===== src/design/vrrt_pkg.sv =====
// shared types, widths, event and register codes for the view refresh request tracker
// no dependencies; imported by every module of the block
package vrrt_pkg;

    localparam int VIEW_COUNT = 8;
    localparam int VIEW_W     = $clog2(VIEW_COUNT);
    localparam int CNT_W      = $clog2(VIEW_COUNT + 1);
    localparam int SEQ_BITS   = 32;
    localparam int ID_W       = 32;
    localparam int TIME_W     = 32;
    localparam int LIMIT_W    = 9;
    localparam int LIMIT_GRP  = 4;
    localparam int TIMEOUT_W  = 16;
    localparam int ENABLE_W   = 8;
    localparam int CFG_W      = LIMIT_GRP * LIMIT_W;
    localparam int CFG_IDX_W  = 2;
    localparam int EVENT_W    = 4;
    localparam int MODE_W     = 2;

    // item kinds
    localparam logic [MODE_W-1:0] MODE_CHANGE = 2'd0;
    localparam logic [MODE_W-1:0] MODE_RESP   = 2'd1;
    localparam logic [MODE_W-1:0] MODE_TICK   = 2'd2;

    // result event codes
    localparam logic [EVENT_W-1:0] EV_TICK     = 4'd0;
    localparam logic [EVENT_W-1:0] EV_INVALID  = 4'd1;
    localparam logic [EVENT_W-1:0] EV_DISABLED = 4'd2;
    localparam logic [EVENT_W-1:0] EV_UPTODATE = 4'd3;
    localparam logic [EVENT_W-1:0] EV_BUSY     = 4'd4;
    localparam logic [EVENT_W-1:0] EV_ISSUED   = 4'd5;
    localparam logic [EVENT_W-1:0] EV_REISSUE  = 4'd6;
    localparam logic [EVENT_W-1:0] EV_STALE    = 4'd7;
    localparam logic [EVENT_W-1:0] EV_ACCEPTED = 4'd8;
    localparam logic [EVENT_W-1:0] EV_FOLLOWUP = 4'd9;

    // configuration register indexes
    localparam logic [CFG_IDX_W-1:0] CFG_ENABLE     = 2'd0;
    localparam logic [CFG_IDX_W-1:0] CFG_LIMIT_LOW  = 2'd1;
    localparam logic [CFG_IDX_W-1:0] CFG_LIMIT_HIGH = 2'd2;
    localparam logic [CFG_IDX_W-1:0] CFG_TIMEOUT    = 2'd3;

    localparam logic [ENABLE_W-1:0]  ENABLE_RESET     = 8'd126;
    localparam logic [CFG_W-1:0]     LIMIT_LOW_RESET  = 36'd201342976;
    localparam logic [CFG_W-1:0]     LIMIT_HIGH_RESET = 36'd4194305;
    localparam logic [TIMEOUT_W-1:0] TIMEOUT_RESET    = 16'd1500;

    typedef logic [VIEW_COUNT-1:0]                view_vec_t;
    typedef logic [VIEW_COUNT-1:0][SEQ_BITS-1:0]  seq_arr_t;
    typedef logic [VIEW_COUNT-1:0][ID_W-1:0]      id_arr_t;
    typedef logic [VIEW_COUNT-1:0][TIME_W-1:0]    time_arr_t;
    typedef logic [LIMIT_GRP-1:0][LIMIT_W-1:0]    limit_grp_t;

    typedef struct packed {
        logic [ENABLE_W-1:0]  enable_mask;
        limit_grp_t           limit_low;
        limit_grp_t           limit_high;
        logic [TIMEOUT_W-1:0] timeout_ticks;
    } cfg_t;

    typedef struct packed {
        logic [MODE_W-1:0]   mode;
        logic                change_name_ok;
        logic [VIEW_W-1:0]   change_view;
        logic [SEQ_BITS-1:0] change_seq;
        logic                snap_name_ok;
        logic [VIEW_W-1:0]   snap_view;
        logic [SEQ_BITS-1:0] snap_seq;
        logic [ID_W-1:0]     request_id;
        logic                changed;
    } item_t;

    typedef struct packed {
        logic [EVENT_W-1:0]  event_res;
        logic                req_valid;
        logic [VIEW_W-1:0]   req_view;
        logic [SEQ_BITS-1:0] req_since_seq;
        logic [LIMIT_W-1:0]  req_limit;
        logic [ID_W-1:0]     req_id;
        logic                changed_echo;
        logic [CNT_W-1:0]    pending_views;
        logic [CNT_W-1:0]    inflight_views;
    } result_t;

    typedef struct packed {
        view_vec_t         pending;
        seq_arr_t          pseq;
        seq_arr_t          applied;
        view_vec_t         busy;
        id_arr_t           rid;
        time_arr_t         start;
        logic [ID_W-1:0]   next_id;
        logic [TIME_W-1:0] time_now;
    } view_state_t;

    typedef struct packed {
        logic                wr;
        logic [VIEW_W-1:0]   view;
        logic                pending;
        logic [SEQ_BITS-1:0] pseq;
        logic [SEQ_BITS-1:0] applied;
        logic                busy;
        logic [ID_W-1:0]     rid;
        logic [TIME_W-1:0]   start;
        logic                id_adv;
        logic                time_inc;
    } view_upd_t;

    function automatic logic [CNT_W-1:0] popcount(input view_vec_t vec);
        logic [CNT_W-1:0] n;
        n = '0;
        for (int i = 0; i < VIEW_COUNT; i++)
        begin
            n = n + CNT_W'(vec[i]);
        end
        return n;
    endfunction

endpackage


===== src/design/view_refresh_request_tracker_core.sv =====
// Refresh request tracker for up to eight views, at most one request in flight per view.
// Each word enters an input register; the decision logic then reads the selected
// view's registers, updates them and loads the result register once that register is free,
// so each result is registered in turn by the input register and the result register. One word
// is accepted every cycle while the output side takes results; throughput is set by the
// read-modify-write of the per-view state registers. Configuration is written
// through a plain write port.
// depends on vrrt_pkg, vrrt_cfg, vrrt_views, vrrt_step
module view_refresh_request_tracker_core
    import vrrt_pkg::*;
(
    input  logic                 clk,
    input  logic                 rst_n,

    input  logic                 cfg_we,
    input  logic [CFG_IDX_W-1:0] cfg_index,
    input  logic [CFG_W-1:0]     cfg_wdata,

    input  logic                 in_valid,
    output logic                 in_stall,
    input  logic [MODE_W-1:0]    mode,
    input  logic                 change_name_ok,
    input  logic [VIEW_W-1:0]    change_view,
    input  logic [SEQ_BITS-1:0]  change_seq,
    input  logic                 snap_name_ok,
    input  logic [VIEW_W-1:0]    snap_view,
    input  logic [SEQ_BITS-1:0]  snap_seq,
    input  logic [ID_W-1:0]      request_id,
    input  logic                 changed,

    output logic                 out_valid,
    input  logic                 out_stall,
    output logic [EVENT_W-1:0]   event_res,
    output logic                 req_valid,
    output logic [VIEW_W-1:0]    req_view,
    output logic [SEQ_BITS-1:0]  req_since_seq,
    output logic [LIMIT_W-1:0]   req_limit,
    output logic [ID_W-1:0]      req_id,
    output logic                 changed_echo,
    output logic [CNT_W-1:0]     pending_views,
    output logic [CNT_W-1:0]     inflight_views
);

    cfg_t        cfg;
    view_state_t st;
    view_upd_t   upd;
    result_t     res;

    item_t   in_item_reg;
    logic    in_valid_reg;
    result_t res_reg;
    logic    out_valid_reg;

    logic    advance;
    logic    fire;

    // the result register frees up when empty or when its word is taken
    assign advance  = !out_valid_reg || !out_stall;
    assign fire     = in_valid_reg && advance;
    assign in_stall = in_valid_reg && !advance;

    always_ff @(posedge clk or negedge rst_n)
    begin
        if (!rst_n)
        begin
            in_valid_reg  <= 1'b0;
            out_valid_reg <= 1'b0;
        end
        else
        begin
            if (!in_stall)
            begin
                in_valid_reg <= in_valid;
            end
            if (advance)
            begin
                out_valid_reg <= in_valid_reg;
            end
        end
    end

    always_ff @(posedge clk)
    begin
        if (!in_stall && in_valid)
        begin
            in_item_reg.mode           <= mode;
            in_item_reg.change_name_ok <= change_name_ok;
            in_item_reg.change_view    <= change_view;
            in_item_reg.change_seq     <= change_seq;
            in_item_reg.snap_name_ok   <= snap_name_ok;
            in_item_reg.snap_view      <= snap_view;
            in_item_reg.snap_seq       <= snap_seq;
            in_item_reg.request_id     <= request_id;
            in_item_reg.changed        <= changed;
        end
        if (fire)
        begin
            res_reg <= res;
        end
    end

    vrrt_cfg u_cfg
    (
        .clk       (clk),
        .rst_n     (rst_n),
        .cfg_we    (cfg_we),
        .cfg_index (cfg_index),
        .cfg_wdata (cfg_wdata),
        .cfg       (cfg)
    );

    vrrt_views u_views
    (
        .clk   (clk),
        .rst_n (rst_n),
        .fire  (fire),
        .upd   (upd),
        .st    (st)
    );

    vrrt_step u_step
    (
        .item (in_item_reg),
        .st   (st),
        .cfg  (cfg),
        .upd  (upd),
        .res  (res)
    );

    assign out_valid      = out_valid_reg;
    assign event_res      = res_reg.event_res;
    assign req_valid      = res_reg.req_valid;
    assign req_view       = res_reg.req_view;
    assign req_since_seq  = res_reg.req_since_seq;
    assign req_limit      = res_reg.req_limit;
    assign req_id         = res_reg.req_id;
    assign changed_echo   = res_reg.changed_echo;
    assign pending_views  = res_reg.pending_views;
    assign inflight_views = res_reg.inflight_views;

    a_req_matches_event: assert property (@(posedge clk) disable iff (!rst_n)
        out_valid |-> (req_valid == (event_res == EV_ISSUED || event_res == EV_REISSUE
                                     || event_res == EV_FOLLOWUP)))
        else $error("request flag disagrees with event code");

    a_idle_request_zero: assert property (@(posedge clk) disable iff (!rst_n)
        out_valid && !req_valid |-> (req_id == '0 && req_since_seq == '0
                                     && req_limit == '0 && req_view == '0))
        else $error("request fields set without a request");

    a_echo_only_accepted: assert property (@(posedge clk) disable iff (!rst_n)
        out_valid && changed_echo |-> (event_res == EV_ACCEPTED || event_res == EV_FOLLOWUP))
        else $error("changed echo outside an accepted response");

    a_counts_bounded: assert property (@(posedge clk) disable iff (!rst_n)
        out_valid |-> (pending_views <= CNT_W'(VIEW_COUNT)
                       && inflight_views <= CNT_W'(VIEW_COUNT)))
        else $error("view count beyond the number of views");

    a_held_word_kept: assert property (@(posedge clk) disable iff (!rst_n)
        in_valid_reg && !advance |=> in_valid_reg && $stable(in_item_reg))
        else $error("held input word lost while the result register is full");

endmodule


===== src/design/vrrt_cfg.sv =====
// configuration registers of the tracker: enable mask, item limits, timeout
// depends on vrrt_pkg
module vrrt_cfg
    import vrrt_pkg::*;
(
    input  logic                 clk,
    input  logic                 rst_n,
    input  logic                 cfg_we,
    input  logic [CFG_IDX_W-1:0] cfg_index,
    input  logic [CFG_W-1:0]     cfg_wdata,
    output cfg_t                 cfg
);

    cfg_t cfg_reg;

    always_ff @(posedge clk or negedge rst_n)
    begin
        if (!rst_n)
        begin
            cfg_reg.enable_mask   <= ENABLE_RESET;
            cfg_reg.limit_low     <= LIMIT_LOW_RESET;
            cfg_reg.limit_high    <= LIMIT_HIGH_RESET;
            cfg_reg.timeout_ticks <= TIMEOUT_RESET;
        end
        else if (cfg_we)
        begin
            case (cfg_index)
                CFG_ENABLE:     cfg_reg.enable_mask   <= cfg_wdata[ENABLE_W-1:0];
                CFG_LIMIT_LOW:  cfg_reg.limit_low     <= cfg_wdata;
                CFG_LIMIT_HIGH: cfg_reg.limit_high    <= cfg_wdata;
                CFG_TIMEOUT:    cfg_reg.timeout_ticks <= cfg_wdata[TIMEOUT_W-1:0];
                default:        cfg_reg <= cfg_reg;
            endcase
        end
    end

    assign cfg = cfg_reg;

endmodule


===== src/design/vrrt_views.sv =====
// per-view state registers, request id counter and tick clock
// depends on vrrt_pkg; written from the update produced by vrrt_step
module vrrt_views
    import vrrt_pkg::*;
(
    input  logic        clk,
    input  logic        rst_n,
    input  logic        fire,
    input  view_upd_t   upd,
    output view_state_t st
);

    view_vec_t         pending_reg;
    seq_arr_t          pseq_reg;
    seq_arr_t          applied_reg;
    view_vec_t         busy_reg;
    id_arr_t           rid_reg;
    time_arr_t         start_reg;
    logic [ID_W-1:0]   next_id_reg;
    logic [TIME_W-1:0] time_now_reg;
    logic [ID_W-1:0]   next_id_next;

    // id zero is never handed out
    assign next_id_next = (next_id_reg == '1) ? ID_W'(1) : next_id_reg + ID_W'(1);

    always_ff @(posedge clk or negedge rst_n)
    begin
        if (!rst_n)
        begin
            pending_reg  <= '0;
            pseq_reg     <= '0;
            applied_reg  <= '0;
            busy_reg     <= '0;
            rid_reg      <= '0;
            start_reg    <= '0;
            next_id_reg  <= ID_W'(1);
            time_now_reg <= '0;
        end
        else if (fire)
        begin
            if (upd.wr)
            begin
                pending_reg[upd.view] <= upd.pending;
                pseq_reg[upd.view]    <= upd.pseq;
                applied_reg[upd.view] <= upd.applied;
                busy_reg[upd.view]    <= upd.busy;
                rid_reg[upd.view]     <= upd.rid;
                start_reg[upd.view]   <= upd.start;
            end
            if (upd.id_adv)
            begin
                next_id_reg <= next_id_next;
            end
            if (upd.time_inc)
            begin
                time_now_reg <= time_now_reg + TIME_W'(1);
            end
        end
    end

    assign st.pending  = pending_reg;
    assign st.pseq     = pseq_reg;
    assign st.applied  = applied_reg;
    assign st.busy     = busy_reg;
    assign st.rid      = rid_reg;
    assign st.start    = start_reg;
    assign st.next_id  = next_id_reg;
    assign st.time_now = time_now_reg;

endmodule


===== src/design/vrrt_step.sv =====
// single-pass decision logic: one word against the selected view's state
// depends on vrrt_pkg; purely combinational
module vrrt_step
    import vrrt_pkg::*;
(
    input  item_t       item,
    input  view_state_t st,
    input  cfg_t        cfg,
    output view_upd_t   upd,
    output result_t     res
);

    logic                change_ok;
    logic                snap_ok;
    logic                sel_ok;
    logic                en;
    logic                busy_v;
    logic                expired;
    logic [VIEW_W-1:0]   v;
    logic [SEQ_BITS-1:0] sel_seq;
    logic [SEQ_BITS-1:0] applied_v;
    logic [SEQ_BITS-1:0] pseq_v;
    logic [SEQ_BITS-1:0] pseq_max;
    logic [SEQ_BITS-1:0] applied_sel;
    logic [SEQ_BITS-1:0] applied_new;
    logic [TIME_W-1:0]   age;
    logic [LIMIT_W-1:0]  limit_v;
    view_vec_t           pend_next;
    view_vec_t           busy_next;

    assign change_ok = item.change_name_ok && (item.change_seq != '0);
    assign snap_ok   = item.snap_name_ok && (item.snap_seq != '0);

    // a response falls back on the snapshot's own view record
    always_comb
    begin
        if (item.mode == MODE_RESP && !change_ok)
        begin
            v       = item.snap_view;
            sel_seq = item.snap_seq;
            sel_ok  = snap_ok;
        end
        else
        begin
            v       = item.change_view;
            sel_seq = item.change_seq;
            sel_ok  = change_ok;
        end
    end

    assign en        = cfg.enable_mask[v];
    assign busy_v    = st.busy[v];
    assign applied_v = st.applied[v];
    assign pseq_v    = st.pseq[v];
    assign age       = st.time_now - st.start[v];
    assign expired   = age >= {{(TIME_W-TIMEOUT_W){1'b0}}, cfg.timeout_ticks};
    assign limit_v   = v[VIEW_W-1] ? cfg.limit_high[v[VIEW_W-2:0]]
                                   : cfg.limit_low[v[VIEW_W-2:0]];

    assign pseq_max    = (item.change_seq > pseq_v) ? item.change_seq : pseq_v;
    assign applied_sel = (sel_seq > applied_v) ? sel_seq : applied_v;
    assign applied_new = (item.changed && item.snap_seq > applied_sel) ? item.snap_seq
                                                                       : applied_sel;

    always_comb
    begin
        upd.wr       = 1'b0;
        upd.view     = v;
        upd.pending  = st.pending[v];
        upd.pseq     = pseq_v;
        upd.applied  = applied_v;
        upd.busy     = busy_v;
        upd.rid      = st.rid[v];
        upd.start    = st.start[v];
        upd.id_adv   = 1'b0;
        upd.time_inc = 1'b0;
        res          = '0;
        res.event_res = EV_TICK;

        case (item.mode)
            MODE_CHANGE:
            begin
                if (!change_ok)
                begin
                    res.event_res = EV_INVALID;
                end
                else if (!en)
                begin
                    res.event_res = EV_DISABLED;
                end
                else if (item.change_seq <= applied_v && !busy_v)
                begin
                    res.event_res = EV_UPTODATE;
                end
                else
                begin
                    upd.wr      = 1'b1;
                    upd.pending = 1'b1;
                    upd.pseq    = pseq_max;
                    if (busy_v && !expired)
                    begin
                        res.event_res = EV_BUSY;
                    end
                    else
                    begin
                        // a stale in-flight request is dropped and replaced
                        upd.busy          = 1'b1;
                        upd.rid           = st.next_id;
                        upd.start         = st.time_now;
                        upd.id_adv        = 1'b1;
                        res.event_res     = busy_v ? EV_REISSUE : EV_ISSUED;
                        res.req_valid     = 1'b1;
                        res.req_view      = v;
                        res.req_since_seq = applied_v;
                        res.req_limit     = limit_v;
                        res.req_id        = st.next_id;
                    end
                end
            end
            MODE_RESP:
            begin
                if (!sel_ok)
                begin
                    res.event_res = EV_INVALID;
                end
                else if (!busy_v || st.rid[v] != item.request_id)
                begin
                    res.event_res = EV_STALE;
                end
                else
                begin
                    upd.wr           = 1'b1;
                    upd.busy         = 1'b0;
                    upd.rid          = '0;
                    upd.start        = '0;
                    upd.applied      = applied_new;
                    res.changed_echo = item.changed;
                    res.event_res    = EV_ACCEPTED;
                    if (pseq_v > applied_new)
                    begin
                        // newer changes arrived meanwhile; a disabled view stays pending
                        if (en)
                        begin
                            upd.busy          = 1'b1;
                            upd.rid           = st.next_id;
                            upd.start         = st.time_now;
                            upd.id_adv        = 1'b1;
                            res.event_res     = EV_FOLLOWUP;
                            res.req_valid     = 1'b1;
                            res.req_view      = v;
                            res.req_since_seq = applied_new;
                            res.req_limit     = limit_v;
                            res.req_id        = st.next_id;
                        end
                    end
                    else
                    begin
                        upd.pending = 1'b0;
                        upd.pseq    = '0;
                    end
                end
            end
            MODE_TICK:
            begin
                upd.time_inc = 1'b1;
            end
            default:
            begin
                res.event_res = EV_TICK;
            end
        endcase

        pend_next = st.pending;
        busy_next = st.busy;
        if (upd.wr)
        begin
            pend_next[v] = upd.pending;
            busy_next[v] = upd.busy;
        end
        res.pending_views  = popcount(pend_next);
        res.inflight_views = popcount(busy_next);
    end

endmodule

===== config.mk =====
export PLATFORM = sky130hd
export DESIGN_NAME = view_refresh_request_tracker_core
export DESIGN_NICKNAME = d
export VERILOG_FILES = /design/src/design/vrrt_pkg.sv /design/src/design/view_refresh_request_tracker_core.sv /design/src/design/vrrt_cfg.sv /design/src/design/vrrt_views.sv /design/src/design/vrrt_step.sv
export SDC_FILE = /design/constraint.sdc
export NUM_CORES = 2
export LEC_CHECK = 0
export BUFFER_PORTS_ARGS = -buffer_cell sky130_fd_sc_hd__buf_2
export CAP_MARGIN = 20
export CORE_ASPECT_RATIO = 0.9
export CORE_MARGIN = 10
export CORE_UTILIZATION = 43
export CTS_BUF_LIST = sky130_fd_sc_hd__clkbuf_2
export DETAILED_ROUTE_END_ITERATION = 8
export GPL_TIMING_DRIVEN = 0
export MAX_ROUTING_LAYER = met4
export PLACE_DENSITY = 0.68
export SYNTH_ARGS = -nofsm -noshare
export SYNTH_HDL_FRONTEND = slang
export SYNTH_SLANG_ARGS = --single-unit

===== constraint.sdc =====
create_clock -name clk -period 15.7 [get_ports clk]
set_clock_uncertainty 0.2 [all_clocks]
set_input_delay 2.355 -clock clk [delete_from_list [all_inputs] [get_ports clk]]
set_output_delay 2.355 -clock clk [all_outputs]
set_load 0.02 [all_outputs]

; Word-level counts from Yosys, hierarchy flattened
; Index checks and enable logic that the tools add are counted.
[classes]
n_addsub = 17
order_cmp = 9
n_eq_ne = 7
muxes = 77
bitwise = 2
reduce_logical = 31
[ops]
columns = op, count
row1 = $bwmux 256, 4
row2 = $mux 66, 6
row3 = $bmux 32 s3, 4
row4 = $mux 32, 11
row5 = $mux 78, 4
row6 = $mux 77, 4
row7 = $mux 131, 2
row8 = $pmux 77 s2, 1
row9 = $mux 33, 4
row10 = $pmux 66 s2, 1
row11 = $gt 32x32->1, 4
row12 = $demux 32 s3, 1
row13 = $pmux 33 s2, 1
row14 = $add 32x1->32 const B, 2
row15 = $reduce_bool 32->1, 2
row16 = $add 4x1->4, 12
row17 = $bmux 9 s2, 2
row18 = $eq 32x32->1 const B, 1
row19 = $ge 32x16->1, 1
row20 = $le 32x32->1, 1
row21 = $ne 32x32->1, 1
row22 = $sub 32x32->32, 1
row23 = $mux 9, 3
row24 = $mux 4, 6
row25 = other kinds (22), 64
[word_totals]
reg_bits = 1399
input_bits = 150
out_inout_bits = 92
wordCells = 209

; Logic depth before layout (Yosys ltp)
[logic_depth]
ltp_word = 26
ltp_mapped = 65
depth_no_buf = 55

; By module
; A second synthesis with hierarchy kept.
[unflattened]
hier_cells = 6082
hier_area_um2 = 72457.0
[by_module_without_submodules]
columns = module, instances, cells_per_inst, area_each_um2, seq_area_each_um2
row1 = vrrt_views, 1, 2511, 41370.9, 27627.7
row2 = vrrt_step, 1, 3161, 21149.0, 0.0
row3 = view_refresh_request_tracker_core, 1, 205, 6008.3, 5965.7
row4 = vrrt_cfg, 1, 205, 3928.8, 2424.8

; Least setup slack after synthesis
; No wires, ideal clock.
[synth_timing]
kind = register -> register
startpoint = register in_item_reg[71] (netlist name)
endpoint = register res_reg, in the netlist inflight_views[2] (data pin)
setup_ns = 0.258
t_arrival_ns = 13.510
required_ns = 15.242
slack_ns = 1.732
stages_incl_launch_ff = 63
n_path_buf = 12
synth_period_minus_slack_ns = 13.968
path_cell_list = edfxtp_1 > nor4_1 > nand4_1 > buf_2 > o21a_4 > o211ai_1 > buf_4 > buf_4 > buf_4 > buf_2 > clkbuf_1 > buf_1 > clkbuf_1 > o211ai_1 > o21ai_0 > o221ai_1 > ha_1 > a21oi_1 > [27 not listed] > o21ai_0 > nand2b_1 > a21oi_1 > nor2_1 > a2111oi_0 > o21ai_0 > nor2_1 > nor2_1 > a31oi_1 > a21oi_1 > ha_1 > fa_1 > inv_1 > fa_1 > inv_1 > fa_1 > fa_1 > xor2_1
[synth_lines]
columns = element, line
row1 = start: declaration, view_refresh_request_tracker_core.sv:49  ; item_t in_item_reg;
row2 = end signal: assignment, view_refresh_request_tracker_core.sv:98  ; res_reg <= res;
row3 = end: declaration, view_refresh_request_tracker_core.sv:51  ; result_t res_reg;

==> impl_results.md <==
* All-Layer GR Usage at 34.9%
* Distinct cells, synth at 97
* 1st-iter DRT viols at 11300
* Post-synth top flop: dfrtp_1
* H-tree levels at 5
* IO buf count at 241
* Clock Sinks at 1399
* Die H at 405 um
* First-pass GRT wire length at 452000 um
* Clock buffer depth at 4
* Rel. slew slack at 11.3%
* Largest net degree at the start of global routing at 171
* Hold_buf cts at 0
* Die ar. at 0.181 mm^2
* Fmax at 64.4 MHz
* VDD IR max at 0.0913 mV
* Commonest cells after routing, fill and taps aside: dfrtp_1, nand2_1, o21ai_0, nor2_1, clkbuf_2
* Yosys reg bits at 1399
* I/O pins at 242
* Layout cells sized above 1 at 17.9%
* Average wire per standard cell at 30.6 um
* Clk pin slew, worst setup/hold paths at 110 ps
* DRT Pass-1 Iters at 9
* Post-layout power at 9.44 mW
* Post-DP HPWL at 226000 um
* GR Overflow Total at 0
* P per Cell Area at 118 mW/mm^2
* Highest-delay cell along the critical path: mux2i_1
* CP Capture Type: flop
* Routed vias at 68700
* Final ANT Viol Nets at 0
* Area after DPL at 0.0757 mm^2
* Final Hold Viols at 0
* CTS tree: done
* Die W at 447 um
* FFs w/ async S/R, synth at 85.9%
* Worst hold path depth at 1
* Avg Vias per Cell at 6.61
* CP most frequent cell: a21o_1
* Syn nets at 7590
* Max Cap Viol at 0
* EDFF count, synth at 197
* Skew-Pair Late Insertion Delay at 1980 ps
* Root Driver: clkbuf_2
* Total Routed Length at 318000 um
* Initial Utilization at 43.2%
* Post-synthesis sequential area ratio at 51.0%
* Top post-synthesis cells by area: dfrtp_1, edfxtp_1, nand2_1
* Most common cell after layout, fill and taps aside: dfrtp_1
* # rows at 141
* Arr. time, crit path at 16960 ps
* DRC Markers at 14
* Post-synthesis instance area at 0.0707 mm^2
* Actual slew at the worst max-slew pin at 1330 ps
* Vias in the first global route at 65200
* Startpoint types: flop
* Ys Warns at 0
* Slowest stage delay, CP at 620 ps
* Syn avg cell area at 9.79 um^2
* Util after Layout at 49.0%
* Worst min path class: reg -> reg
* Worst Path Required at 17130 ps
* Post-synth top area share at 41.9%
* Fin crit share at 98.9%
* Worst-case reg-to-reg path depth at 57
* Max Slew Vio Count at 0
* Leakage at 35.6 nW
* Core region area at 0.164 mm^2
* TNS Setup at 0 ps
* Initial antenna violation count at 25
* Routability cong. at 1.02
* Crit Path Class: reg -> reg
* Status: complete, but fails checks
* Area growth syn-to-layout at 13.5%
* Final Critical Period at 15530 ps
* Max reg flops at 1024
* Crit path max fanout at 10
* Area leader, netlist: dfrtp_1
* Post-route cell area at 0.0802 mm^2
* Failing checks: DRC
* Setup Viol. Count Final at 0
* Mapped Cells at 7220
* Num CTS Buffers at 376
* Layout net count at 8338
[final cells by class]
class	instances	area [um^2]
antenna	31	77.6
buffer	526	2490
clock buffer	567	2840
clock inverter	56	275
fill	15300	83500
inverter	119	447
multi-input combinational	5164	32500
sequential	1399	36000
tap	2145	2680
timing repair buffer	382	2890
[synth_stat cells (26+ instances only)]
cell type and n:
dfrtp_1 1183, nand2_1 1003, o21ai_0 663, nor2_1 621
a31oi_1 391, a21oi_1 351, clkbuf_1 342, mux2i_1 260
o22ai_1 223, ha_1 211, edfxtp_1 197, a22oi_1 155
mux2_2 144, a221oi_1 130, inv_1 118, buf_1 96
a21o_1 84, buf_2 78, nand3_1 64, xnor2_1 60
nand4_1 55, o21ai_2 55, and3_1 50, or3_1 45
a211oi_1 40, nor3_1 36, and2_1 35, xor2_1 35
o211ai_1 32, nor4_1 29, a221o_1 28, nand2b_1 27
nor2b_1 26
[through the flow]
stage               instances  hold WS (ps)  setup slack (ps)
floorplan                7220           242              1730
global route            10400           302              -128
finish                  10400           263               175
CTS                     10300           262              14.6
global placement         9606           260            -14030
detailed placement       9676           267             -7230
[power breakdown]
part	leakage, nW	internal, mW	switching (mW)
registers	18.2	4.07	0.277
logic	14.9	0.872	1.63
clock network	2.50	0.973	1.62
total	35.6	5.91	3.52
[worst max-delay path, delay by kind of cell, from the launching register on]
| kind | cells | cell delay (ps) |
|---|---|---|
| simple gates | 10 | 2250 |
| fa+ha+maj | 8 | 3220 |
| flops | 1 | 610 |
| mux | 1 | 620 |
| compound gates | 23 | 5140 |
| xor+xnor | 1 | 180 |
| buf+inv | 14 | 2980 |
[cells by family (layout without fill, tap and decap cells)]
| kind of cell | count (synthesis) | in the layout | share of synthesized area, % |
|---|---|---|---|
| buf+inv | 657 | 1650 | 3.78 |
| simple gates | 2070 | 2070 | 12.6 |
| mux | 408 | 408 | 6.11 |
| flops | 1399 | 1399 | 51.0 |
| fa+ha+maj | 221 | 221 | 4.01 |
| xor+xnor | 95 | 95 | 1.18 |
| compound gates | 2370 | 2370 | 21.3 |
| other cells | 0 | 31 | 0 |
[worst paths after layout]
check / endpoint / startpoint / slack, ps
min reg2reg: out_valid$_DFFE_PN0N_ / in_valid_reg$_DFFE_PN0N_ / 260
min in group asynchronous: u_views.st[522]$_DFFE_PN0P_ / rst_n / 300
max: inflight_views[2]$_DFFE_PP_ / in_item_reg[80]$_DFFE_PP_ / 170
max reg2reg: inflight_views[2]$_DFFE_PP_ / in_item_reg[80]$_DFFE_PP_ / 170
min: out_valid$_DFFE_PN0N_ / in_valid_reg$_DFFE_PN0N_ / 260
max in group asynchronous: u_views.st[300]$_DFFE_PN0P_ / rst_n / 12260
[metal layers]
| metal | GRT usage [%] | share of wire (%) | up-vias | routed length, um |
|---|---|---|---|---|
| met4 | 23.5 | 7.9 | 0 | 25200 |
| met3 | 14.3 | 16 | 1396 | 49300 |
| met1 | 43.1 | 36 | 33400 | 115000 |
| met5 | - | 0 | - | 0 |
| li1 | - | - | 28200 | - |
| met2 | 46.3 | 40 | 5680 | 128000 |
[what timing repair did]
| action | CTS | global route |
|---|---|---|
| gates cloned | 0 | 0 |
| hold endpoints to repair | 0 | 0 |
| buffers inserted | 20 | 44 |
| endpoints found under the setup margin | 1158 | 8 |
| pin swaps | 10 | 13 |
| gates resized for setup | 212 | 77 |
Power figures use the tool's default switching activity.
